$ cat config.mk
export PLATFORM = sky130hd
export DESIGN_NAME = mf3_cell
export DESIGN_NICKNAME = d
export VERILOG_FILES = /design/src/sv/mf3_pkg.sv /design/src/sv/mf3_cell.sv
export SDC_FILE = /design/constraint.sdc
export NUM_CORES = 1
export LEC_CHECK = 0
export BUFFER_PORTS_ARGS = -buffer_cell sky130_fd_sc_hd__buf_2
export CAP_MARGIN = 20
export CORE_ASPECT_RATIO = 0.75
export CORE_MARGIN = 2
export CORE_UTILIZATION = 45
export CTS_BUF_LIST = sky130_fd_sc_hd__clkbuf_8
export DETAILED_ROUTE_END_ITERATION = 10
export PLACE_DENSITY_LB_ADDON = 0.2
export SLEW_MARGIN = 10
export SYNTH_ARGS = -nofsm -noshare
export SYNTH_HDL_FRONTEND = slang
export SYNTH_SLANG_ARGS = --single-unit
export TNS_END_PERCENT = 50
$ cat constraint.sdc
create_clock -name clk -period 6.8 [get_ports clk]
set_clock_uncertainty 0.05 [all_clocks]
set_input_delay 0.68 -clock clk [delete_from_list [all_inputs] [get_ports clk]]
set_output_delay 0.68 -clock clk [all_outputs]
set_load 0.1 [all_outputs]
$ cat src/sv/mf3_pkg.sv
// Package for the 3x3 gray median filter: pixel, column and window types,
// register indexes, conversion weights and small compare-select functions.
// No dependencies.
package mf3_pkg;

	localparam int PIX_W      = 8;
	localparam int POS_W      = 10;
	localparam int CFG_IDX_W  = 2;
	localparam int CFG_DATA_W = 11;
	localparam int MIN_SIZE   = 3;
	localparam int MAX_HEIGHT = 1024;

	// Register indexes on the configuration port.
	localparam logic [CFG_IDX_W-1:0] REG_IMAGE_WIDTH  = 2'd0;
	localparam logic [CFG_IDX_W-1:0] REG_IMAGE_HEIGHT = 2'd1;

	// Luma weights in unsigned Q0.8; they sum to 256.
	localparam logic [7:0] W_BLUE  = 8'd29;
	localparam logic [7:0] W_GREEN = 8'd150;
	localparam logic [7:0] W_RED   = 8'd77;

	typedef logic [PIX_W-1:0] pix_t;

	// One window column, or the same three values in ascending order.
	typedef struct packed {
		pix_t top;
		pix_t mid;
		pix_t bot;
	} col3_t;

	// Low, middle and high candidates for the final median.
	typedef struct packed {
		pix_t lo;
		pix_t mi;
		pix_t hi;
	} trio_t;

	// Position data that travels with a result item.
	typedef struct packed {
		logic [POS_W-1:0] center_col;
		logic [POS_W-1:0] center_row;
		logic             frame_end;
	} meta_t;

	function automatic pix_t min2(input pix_t a, input pix_t b);
		return (a < b) ? a : b;
	endfunction

	function automatic pix_t max2(input pix_t a, input pix_t b);
		return (a < b) ? b : a;
	endfunction

	function automatic pix_t med3(input pix_t a, input pix_t b, input pix_t c);
		return max2(min2(a, b), min2(max2(a, b), c));
	endfunction

	// Sorts three values: top is the smallest, bot the largest.
	function automatic col3_t sort3(input col3_t c);
		col3_t s;
		s.top = min2(min2(c.top, c.mid), c.bot);
		s.mid = med3(c.top, c.mid, c.bot);
		s.bot = max2(max2(c.top, c.mid), c.bot);
		return s;
	endfunction

endpackage

$ cat src/sv/mf3_cell.sv
// One column cell of the 3x3 window: holds a column, hands it to its neighbour
// on every shift and presents the column sorted. Depends on mf3_pkg.
module mf3_cell (
	input  logic          clk,
	input  logic          arst_n,
	input  logic          shift,
	input  mf3_pkg::col3_t col_in,
	output mf3_pkg::col3_t col_out,
	output mf3_pkg::col3_t col_sorted
);

	import mf3_pkg::*;

	col3_t col_q;

	always_ff @(posedge clk or negedge arst_n) begin
		if (!arst_n) begin
			col_q <= '0;
		end else if (shift) begin
			col_q <= col_in;
		end
	end

	assign col_out    = col_q;
	assign col_sorted = sort3(col_q);

endmodule

==> impl_metrics.py <==
metrics = {
    "run_status": {
        "outcome": "finished, final reports clean",
    },
    "timing": {
        "hold_viol": 0,
        "fmax_mhz": 157.1,
        "worst_slew_pin_slew_ns": 0.6467,
        "fin_crit_ns": 6.365,
        "rsz0062_at_grt": "no",
        "fin_crit_sh_pct": 93.60,
        "setup_viol": 0,
        "slew_viol_final": 0,
        "slew_headroom_pct": 56.89,
    },
    "worst_setup_path": {
        "r2r-end": "col_out[16]$_DFFE_PN0P_",
        "critPathMaxStageDelay_ns": 0.43,
        "end_kind": "primary output",
        "rrSetupSlack_ns": 5.91,
        "r2r_cells": 1,
        "crit_arrival_ns": 5.63,
        "cp_top_family": "compound AO/OA/AOI/OAI gates",
        "worstPathRequired_ns": 6.07,
        "critPathBufInv": 3,
        "worst-path-max-fanout": 11,
        "cp-start-kind": "flip-flop",
        "cp_slowest_cell": "a31oi_4",
        "crit_type": "flip-flop to primary output",
        "crit_chain": "inv_1 > ha_1 > a21o_1 > a21oi_1 > o211ai_2 > nand2_2 > buf_4 > mux2_2 > ha_1 > o21ai_0 > a21oi_1 > a21oi_1 > a31oi_4 > mux2i_1 > ha_1 > nor2b_1 > o21ai_0 > nand3b_1 > nor2_1 > a31o_4 > mux2i_2 > buf_4",
        "regToRegStartpoint": "col_out[16]$_DFFE_PN0P_",
    },
    "detailed_routing": {
        "ant_nets": 0,
        "wl_met3_um": 380,
        "met2_length_mm": 2.401,
        "wl_per_cell_um": 14.97,
        "via_per_inst": 5.301,
        "routed_wl_mm": 5.314,
        "dr.pass1.iters": 4,
        "top_layer": "met4",
        "wl_met1_mm": 2.513,
        "drtIter0Drc": 82,
        "vias": 1882,
        "route.detailed.drc": 0,
    },
    "die": {
        "core_um2": 4519,
        "start_util_pct": 47.43,
        "rows": 21,
        "ios": 75,
        "dieArea_um2": 5337,
        "die_width_um": 83.69,
        "die_height_um": 63.77,
    },
    "clock_tree": {
        "cts.htree.levels": 1,
        "ctsHoldBuffers": 0,
        "clock_sink_count": 24,
        "cts_root_buf": "clkbuf_8",
        "cts_tree": "yes",
        "clkTransAtPathRegs_ns": 0.09,
        "numCtsBuffers": 3,
        "clock_path_buffers": 2,
        "insertion_delay_ns": 0.27,
    },
    "layout": {
        "finalNetCount": 354,
        "drive_gt1_share_pct": 43.29,
        "largest_reg_flops": 24,
        "diodes": 0,
        "stdcell_count": 355,
        "area_delta_synth_final_pct": 27.55,
    },
    "grt": {
        "grt.total_usage_pct": 20.27,
        "antenna_found_initial": 0,
        "grt_pass1_wl_mm": 8.825,
        "grt_max_degree": 40,
        "grt_overflow_total": 0,
        "grt_pass1_vias": 1820,
    },
    "synth": {
        "syn_area_um2": 2143,
        "synth_top_area_share_pct": 28.02,
        "syn_area_per_cell_um2": 9.655,
        "synth-edff-count": 0,
        "ys_seq_area_share_pct": 28.02,
        "synth_seq_cells": 24,
        "ys_top_cells_by_area": "dfrtp_1 28%, ha_1 16%, mux2_2 16%",
        "yosysWarnings": 0,
        "netlist_instances": 222,
        "synth_ff_type": "dfrtp_1",
        "async_flop_share_pct": 100.0,
        "yosysTopAreaCell": "dfrtp_1",
        "synth.distinct_cells": 32,
        "synth_fp_nets": 277,
    },
    "run": {
        "drv_cap": 0,
    },
    "hold_path": {
        "hp-class": "primary input to asynchronous set/reset pin",
    },
    "placement": {
        "dp_cells": 347,
        "place_hpwl_mm": 4.250,
        "gp_congestion": 0.8743,
        "io_buffers": 74,
    },
}
-- layout make-up --
| type | count | area (um^2) |
|---|---|---|
| well taps | 57 | 71.32 |
| multi-input cells | 166 | 1463 |
| flip-flops and latches | 24 | 600.6 |
| fillers | 400 | 1785 |
| clock buffers | 4 | 55.05 |
| inverters | 25 | 93.84 |
| repair buffers | 79 | 450.4 |
-- cell usage after synthesis (all sizes together), types with 2 or more instances --
library cell / instances
mux2i: 23
o21a: 2
dfrtp: 24
nor2: 6
ha: 28
nand2b: 3
nand3: 2
a21o: 4
nand4: 3
o21ai: 21
clkbuf: 4
a21oi: 11
mux2: 30
inv: 25
nand2: 18
buf: 3
a31oi: 2
-- layer usage --
layer,vias up,GRT usage (%)
met5,-,0
met4,0,1.210
met3,2,3.876
met2,72,34.10
met1,861,28.62
li1,947,-
-- worst max-delay path by stage --
stage / startpoint / end / slack, ns / cells past startpoint
2_1_floorplan: col_out[14]$_DFFE_PN0P_ / col_sorted[10] / -0.27 / 24
3_3_place_gp: col_out[14]$_DFFE_PN0P_ / col_sorted[8] / 0.44 / 23
3_5_place_dp: col_out[14]$_DFFE_PN0P_ / col_sorted[8] / 0.32 / 22
4_1_cts: col_out[14]$_DFFE_PN0P_ / col_sorted[13] / 0.01 / 22
5_1_grt: col_out[14]$_DFFE_PN0P_ / col_sorted[14] / 0.03 / 23
6_report: col_out[14]$_DFFE_PN0P_ / col_sorted[14] / 0.44 / 22
-- kinds of logic after synthesis --
kind of cell    Yosys count  synth area share, %
simple gates             38                8.232
buf+inv                  32                5.896
fa+ha+maj                28                16.35
flops                    24                28.02
mux                      53                26.50
compound gates           47                15.00
-- metrics by stage --
step                setup WS [ns]  area (um^2)  util (%)  setup TNS [ns]  hold WS [ns]
global route              0.03223         2734     60.49               0        0.3824
finish                     0.4353         2734     60.49               0        0.3365
detailed placement         0.3236         2590     57.31               0        0.5354
floorplan                 -0.2673         2173         -          -2.139        0.3344
CTS                       0.01392         2650     58.64               0        0.3497
global placement           0.4390         2590     57.31               0        0.5332
-- cell usage in the layout (no fill, tap or decap), drive strengths merged, types with 6 or more instances in the layout --
| master | netlist | final |
|---|---|---|
| mux2i | 23 | 23 |
| inv | 25 | 25 |
| buf | 3 | 79 |
| nor2 | 6 | 6 |
| a21oi | 11 | 11 |
| o21ai | 21 | 21 |
| nand2 | 18 | 18 |
| mux2 | 30 | 30 |
| dfrtp | 24 | 24 |
| ha | 28 | 28 |
-- timing repair --
item                                    4_1_cts  5_1_grt
endpoints found under the setup margin        2        8
gates resized for setup                       2       21
pin swaps                                     0        1
buffers inserted                              0        4
Power is not shown: default switching activity piles up to over one toggle a cycle in this logic, so the estimate is an artifact.
