### src/sv/mf3_pkg.sv
// Package for the 3x3 gray median filter: pixel, column and window types,
// register indexes, conversion weights and small compare-select functions.
// No dependencies.
package mf3_pkg;

	localparam int PIX_W      = 8;
	localparam int POS_W      = 10;
	localparam int CFG_IDX_W  = 2;
	localparam int CFG_DATA_W = 11;
	localparam int MIN_SIZE   = 3;
	localparam int MAX_HEIGHT = 1024;

	// Register indexes on the configuration port.
	localparam logic [CFG_IDX_W-1:0] REG_IMAGE_WIDTH  = 2'd0;
	localparam logic [CFG_IDX_W-1:0] REG_IMAGE_HEIGHT = 2'd1;

	// Luma weights in unsigned Q0.8; they sum to 256.
	localparam logic [7:0] W_BLUE  = 8'd29;
	localparam logic [7:0] W_GREEN = 8'd150;
	localparam logic [7:0] W_RED   = 8'd77;

	typedef logic [PIX_W-1:0] pix_t;

	// One window column, or the same three values in ascending order.
	typedef struct packed {
		pix_t top;
		pix_t mid;
		pix_t bot;
	} col3_t;

	// Low, middle and high candidates for the final median.
	typedef struct packed {
		pix_t lo;
		pix_t mi;
		pix_t hi;
	} trio_t;

	// Position data that travels with a result item.
	typedef struct packed {
		logic [POS_W-1:0] center_col;
		logic [POS_W-1:0] center_row;
		logic             frame_end;
	} meta_t;

	function automatic pix_t min2(input pix_t a, input pix_t b);
		return (a < b) ? a : b;
	endfunction

	function automatic pix_t max2(input pix_t a, input pix_t b);
		return (a < b) ? b : a;
	endfunction

	function automatic pix_t med3(input pix_t a, input pix_t b, input pix_t c);
		return max2(min2(a, b), min2(max2(a, b), c));
	endfunction

	// Sorts three values: top is the smallest, bot the largest.
	function automatic col3_t sort3(input col3_t c);
		col3_t s;
		s.top = min2(min2(c.top, c.mid), c.bot);
		s.mid = med3(c.top, c.mid, c.bot);
		s.bot = max2(max2(c.top, c.mid), c.bot);
		return s;
	endfunction

endpackage

### src/sv/mf3_median.sv
// Reduces three sorted columns to the low, middle and high median candidates.
// Depends on mf3_pkg.
module mf3_median (
	input  mf3_pkg::col3_t col_a,
	input  mf3_pkg::col3_t col_b,
	input  mf3_pkg::col3_t col_c,
	output mf3_pkg::trio_t trio
);

	import mf3_pkg::*;

	// The median of nine is the median of the largest minimum, the median of the
	// medians and the smallest maximum of the sorted columns.
	always_comb begin
		trio.lo = max2(max2(col_a.top, col_b.top), col_c.top);
		trio.mi = med3(col_a.mid, col_b.mid, col_c.mid);
		trio.hi = min2(min2(col_a.bot, col_b.bot), col_c.bot);
	end

endmodule

### config.mk
export PLATFORM = sky130hd
export DESIGN_NAME = mf3_median
export DESIGN_NICKNAME = d
export VERILOG_FILES = /design/src/sv/mf3_pkg.sv /design/src/sv/mf3_median.sv
export SDC_FILE = /design/constraint.sdc
export NUM_CORES = 1
export LEC_CHECK = 0
export ABC_AREA = 0
export BUFFER_PORTS_ARGS = -buffer_cell sky130_fd_sc_hd__buf_2
export CAP_MARGIN = 20
export CORE_MARGIN = 8
export CORE_UTILIZATION = 50
export DETAILED_ROUTE_END_ITERATION = 8
export GPL_ROUTABILITY_DRIVEN = 0
export GPL_TIMING_DRIVEN = 0
export PLACE_DENSITY = 0.94
export SYNTH_ARGS = -nofsm -noshare
export SYNTH_HDL_FRONTEND = slang
export SYNTH_SLANG_ARGS = --single-unit
export TNS_END_PERCENT = 5
### constraint.sdc
create_clock -name vclk -period 8.6
set_input_delay 1.72 -clock vclk [all_inputs]
set_output_delay 1.72 -clock vclk [all_outputs]
set_load 0.03 [all_outputs]
==> results of run 1 <==
logic make-up after synthesis:
family | Yosys count
fa+ha+maj | 49
compound gates | 68
mux | 39
simple gates | 68
buf+inv | 48
cell type report:
cell class,count,share of cell area
Buffer,4,0.00664
Inverter,44,0.0626
Multi-Input combinational cell,224,0.722
Tap cell,50,0.0237
Timing Repair Buffer,97,0.185
layer usage:
metal	routed length, µm	part of all wire	up-vias
met4	44	0.0071	0
li1	-	-	1186
met1	2400	0.39	1089
met5	0	0	-
met3	504	0.081	4
met2	3280	0.53	85
synth_stat cells, drive strengths merged:
cell and instances:
o311ai 2, o21a 5, clkbuf 4, nor3 2, nor2b 6, a221oi 3
or4 2, mux2i 9, a21o 9, o31ai 1, o22ai 1, nor4b 2
o211ai 1, a41oi 1, nand2 26, and3 2, a2111o 1, inv 44
a311oi 2, nor4 2, a2111oi 1, o2111ai 1, a22oi 1, and2 1
a211oi 1, mux2 30, o21ai 28, nor2 13, ha 49, a21oi 9
o2bb2ai 1, nand2b 8, nand4 4
timing repair:
action	CTS	global route
buffers inserted	0	1
setup endpoints to repair	0	8
gates resized for setup	0	5
hold endpoints to repair	0	0
per-stage QoR:
stage | setup WS, ps | instance area [µm²] | power (mW) | util | instances
floorplan | 718 | 2080 | 0.242 | - | 272
detailed placement | 91.3 | 2630 | 0.330 | 0.657 | 418
global placement | 234 | 2630 | 0.320 | 0.657 | 418
finish | 380 | 2640 | 0.335 | 0.659 | 419
global route | 57.8 | 2640 | 0.364 | 0.659 | 419
CTS | 81.3 | 2630 | 0.332 | 0.657 | 418
cell usage in the layout, fill, tap and decap left out, types with 2 or more instances in the layout:
master	netlist	final
clkbuf_1	4	2
a21oi_1	9	9
o21ai_1	7	8
nor2b_1	6	6
buf_2	0	96
inv_1	44	44
a311oi_4	2	2
nand2b_1	8	8
mux2i_1	9	9
and3_1	2	2
nand4_1	4	4
ha_1	49	49
o21a_1	5	5
nor3_1	2	2
nor4b_1	2	2
or4_1	2	2
nor4_1	2	2
o311ai_1	2	2
a21o_1	9	9
clkbuf_2	0	2
nand2_1	26	26
a221oi_2	3	3
o21ai_0	21	20
mux2_2	29	29
nor2_1	13	13
power breakdown:
| part | leakage (nW) | internal, mW | switching, mW |
|---|---|---|---|
| sequential | 0 | 0 | 0 |
| combinational | 1.48 | 0.130 | 0.205 |
| clock | 0 | 0 | 0 |
| total | 1.48 | 0.130 | 0.205 |
path summary, 6_finish.rpt:
| kind | slack [ps] | to |
|---|---|---|
| max | 380 | trio[9] |
| min | 3840 | trio[7] |
==> results.cfg, run 1 <==
[run_status]
outcome = complete, no violations

[timing]
timing.final.crit_share = 0.956
fmax_mhz = 122
rsz0062_at_grt = false
drv_slew = 0
worstMarginPinSlew_ps = 659
tns_ps = 0
max_slew_margin = 0.559
finalHoldViolCount = 0
setup_viol = 0
whs_ps = 3840
min_period_ps = 8220

[synthesis]
synth_fa_ha_area_frac = 0.294
synth_mux_area_frac = 0.205
yosysTopAreaCell = ha_1
synthSimpleGateAreaFrac = 0.160
seq_area_frac_synth = 0
post_synth_inst_count = 272
synth_top_area_frac = 0.294
synth_top_family_by_area = adder cells
yosysUniqueCellTypes = 35
synth_compound_area_frac = 0.254
netlist_area_um2 = 2080
netlist_top_cells_area = ha_1 29%, mux2_2 16%, inv_1 7.9%
synthXorXnorAreaFrac = 0
yosys_warnings = 0
syn_nets = 393
synth.avg_cell_area_um2 = 7.66

[detailed_routing]
via_count = 2364
drcViolationCount = 0
routed_wl_um = 6220
drt-wirelength-per-cell_um = 14.9
dr.pass1.iters = 5
vias_per_cell = 5.64
ant_nets = 0
drt_iter0_drc = 49

[setup_path]
cp_num_cells = 21
criticalPathCategory = input port to primary output
crit_start = col_a[9]
worstPathRequired_ps = 6880
startpoint_type = input port
cp_top_family = compound AO/OA/AOI/OAI gates
critPathBufInv = 4
end_kind = primary output
critPathMaxStageDelay_ps = 440
crit_fanout = 10
slowest_stage = a2111oi_2
crit_chain = buf_2 > ha_1 > a2111oi_2 > o31ai_4 > buf_4 > o21ai_0 > ha_1 > a21o_1 > a221oi_2 > and3_1 > a22oi_4 > mux2i_1 > ha_1 > a21o_1 > a21o_1 > a21oi_1 > nor2b_1 > a41oi_2 > clkbuf_2 > o21ai_1 > buf_2
cp_data_arrival_time_ps = 6500

[die]
die_w_um = 80.6
initial_core_util = 0.521
dieHeight_um = 80.6
num_io_pins = 96
coreArea_um2 = 4000
num_rows = 23
die_area_um2 = 6490

[grt]
grt_use_met3 = 0.0190
busiest_layer = met2
gr-total-overflow = 0
grt_first_pass_wirelength_um = 10100
grt.total_usage = 0.179
grt_pass1_vias = 2405
gr-usage-met1 = 0.201
grt_max_degree = 11
grt_use_met2 = 0.353
antenna_found_initial = 0

[power]
vdd_ir_drop_max_v = 0.000113
p_per_area_nw_per_um2 = 127
p_leak_nw = 1.48

[cells_and_area]
nFlopsAndLatches = 0
diodes = 0
layout-drive-gt1-share = 0.371
fill_cells = 332
nClkBuffers = 0
regArea_um2 = 0
multiInputGateArea_um2 = 1900
syn_to_final_growth_pct = 26.5
fin_nets = 492

[worst_hold_path]
min_path_type = input port to primary output
hold_path_depth = 3
hp-start = col_c[7]

[placement]
post-dp-hpwl_um = 5600
io_buffers = 96

[clocking]
cts_hold_buffers = 0

[flow_run]
maxCapViolations = 0
Power figures use the tool's default switching activity.
==> run 2: changes to the inputs <==
CORE_MARGIN = 5   (was 8)
CORE_UTILIZATION = 35   (was 50)
PLACE_DENSITY = 0.72   (was 0.94)
==> results.cfg, run 2 (synthesis results as in run 1) <==
[detailed_routing]
dr.pass1.iters = 4
via_count = 2267
drcViolationCount = 0
vias_per_cell = 5.08
drt_iter0_drc = 39
routed_wl_um = 5510
ant_nets = 0
drt-wirelength-per-cell_um = 12.3

[grt]
antenna_found_initial = 0
grt.total_usage = 0.135
grt_max_degree = 11
gr-total-overflow = 0
grt_first_pass_wirelength_um = 8860
grt_pass1_vias = 2156

[timing]
tns_ps = 0
fmax_mhz = 122
min_period_ps = 8230
drv_slew = 0
worstMarginPinSlew_ps = 657
max_slew_margin = 0.560
setup_viol = 0
finalHoldViolCount = 0
rsz0062_at_grt = false
timing.final.crit_share = 0.956

[cells_and_area]
mostFrequentLayoutCell = buf_2
layout-drive-gt1-share = 0.375
multiInputGateArea_um2 = 1910
fin_nets = 494
fill_cells = 584
postLayoutCellArea_um2 = 2690
regArea_um2 = 0
syn_to_final_growth_pct = 29.3
nFlopsAndLatches = 0
mostFrequentLayoutCells = 96 x buf_2, 49 x ha_1, 44 x inv_1
nClkBuffers = 0
diodes = 0

[setup_path]
critPathBufInv = 5
startpoint_type = input port
end_kind = primary output
crit_fanout = 10
crit_chain = buf_2 > inv_1 > ha_1 > o21a_1 > nor2_1 > o31ai_4 > clkbuf_2 > nand2_1 > o21ai_0 > ha_1 > and2_1 > a221oi_4 > and3_1 > a22oi_4 > mux2i_1 > ha_1 > a21o_1 > a21o_1 > a21oi_1 > nor2b_1 > a41oi_2 > clkbuf_2 > o21ai_1 > buf_2
criticalPathCategory = input port to primary output
critPathMostFrequentCell = ha_1
slowest_stage = o31ai_4
cp_top_family = compound AO/OA/AOI/OAI gates
critPathMaxStageDelay_ps = 440
cp_data_arrival_time_ps = 6510
worstPathRequired_ps = 6880

[die]
die_w_um = 87.2
die_area_um2 = 7600
dieHeight_um = 87.2
num_rows = 28
initial_core_util = 0.356
coreArea_um2 = 5850
num_io_pins = 96

[worst_hold_path]
hold_path_depth = 3
min_path_type = input port to primary output
hold_end = trio[6]
hp-start = col_c[6]

[flow_run]
maxCapViolations = 0

[power]
p_leak_nw = 1.49
p_per_area_nw_per_um2 = 124
vdd_ir_drop_max_v = 0.000113

[placement]
post-dp-hpwl_um = 5010
dpl_cell_area_um2 = 2660
io_buffers = 96

[run_status]
outcome = complete, no violations

[clocking]
cts_hold_buffers = 0
## run 2: changes by cell type in the layout (fill, tap and decap cells not counted), sizes merged
cell,change
buf,+2
## run 2: worst max path at each step
stage	to	cells past startpoint	startpoint
2_1_floorplan	trio[10]	21	col_b[15]
3_3_place_gp	trio[14]	24	col_b[15]
3_5_place_dp	trio[14]	24	col_b[15]
4_1_cts	trio[10]	23	col_b[15]
5_1_grt	trio[15]	24	col_b[11]
6_report	trio[10]	24	col_b[11]
## run 2: final cells by class
class	instances	area share
Buffer	4	0.00650
Inverter	44	0.0613
Multi-Input combinational cell	224	0.711
Tap cell	75	0.0348
Timing Repair Buffer	99	0.187
## run 2: worst min-delay path: stages
cell and delay [ps]:
buf_2 90, mux2_2 130, buf_2 180
## run 2: layer usage
metal	GRT usage	share of wire	vias to the layer above
met2	0.259	0.49	74
met5	0	0	-
met4	0	0	0
met3	0.00946	0.078	0
met1	0.175	0.43	1011
li1	-	-	1182
## run 2: where the power goes
part           total [mW]  leakage [nW]  switching, mW  internal [mW]
logic               0.334          1.49          0.200          0.134
clock network           0             0              0              0
registers               0             0              0              0
total               0.334          1.49          0.200          0.134
## run 2: timing repair
item,in CTS,in global routing
setup endpoints to repair,0,8
gates resized for setup,0,5
buffers inserted,0,3
## run 2: per-stage QoR
| step | util | hold slack [ps] | total power [mW] | setup WS (ps) | std cells |
|---|---|---|---|---|---|
| CTS | 0.454 | 3840 | 0.329 | 69.5 | 443 |
| floorplan | - | 3670 | 0.242 | 718 | 272 |
| finish | 0.460 | 3840 | 0.334 | 375 | 446 |
| global placement | 0.454 | 3830 | 0.322 | 171 | 443 |
| global route | 0.460 | 3850 | 0.367 | 43.1 | 446 |
| detailed placement | 0.454 | 3840 | 0.327 | 78.3 | 443 |
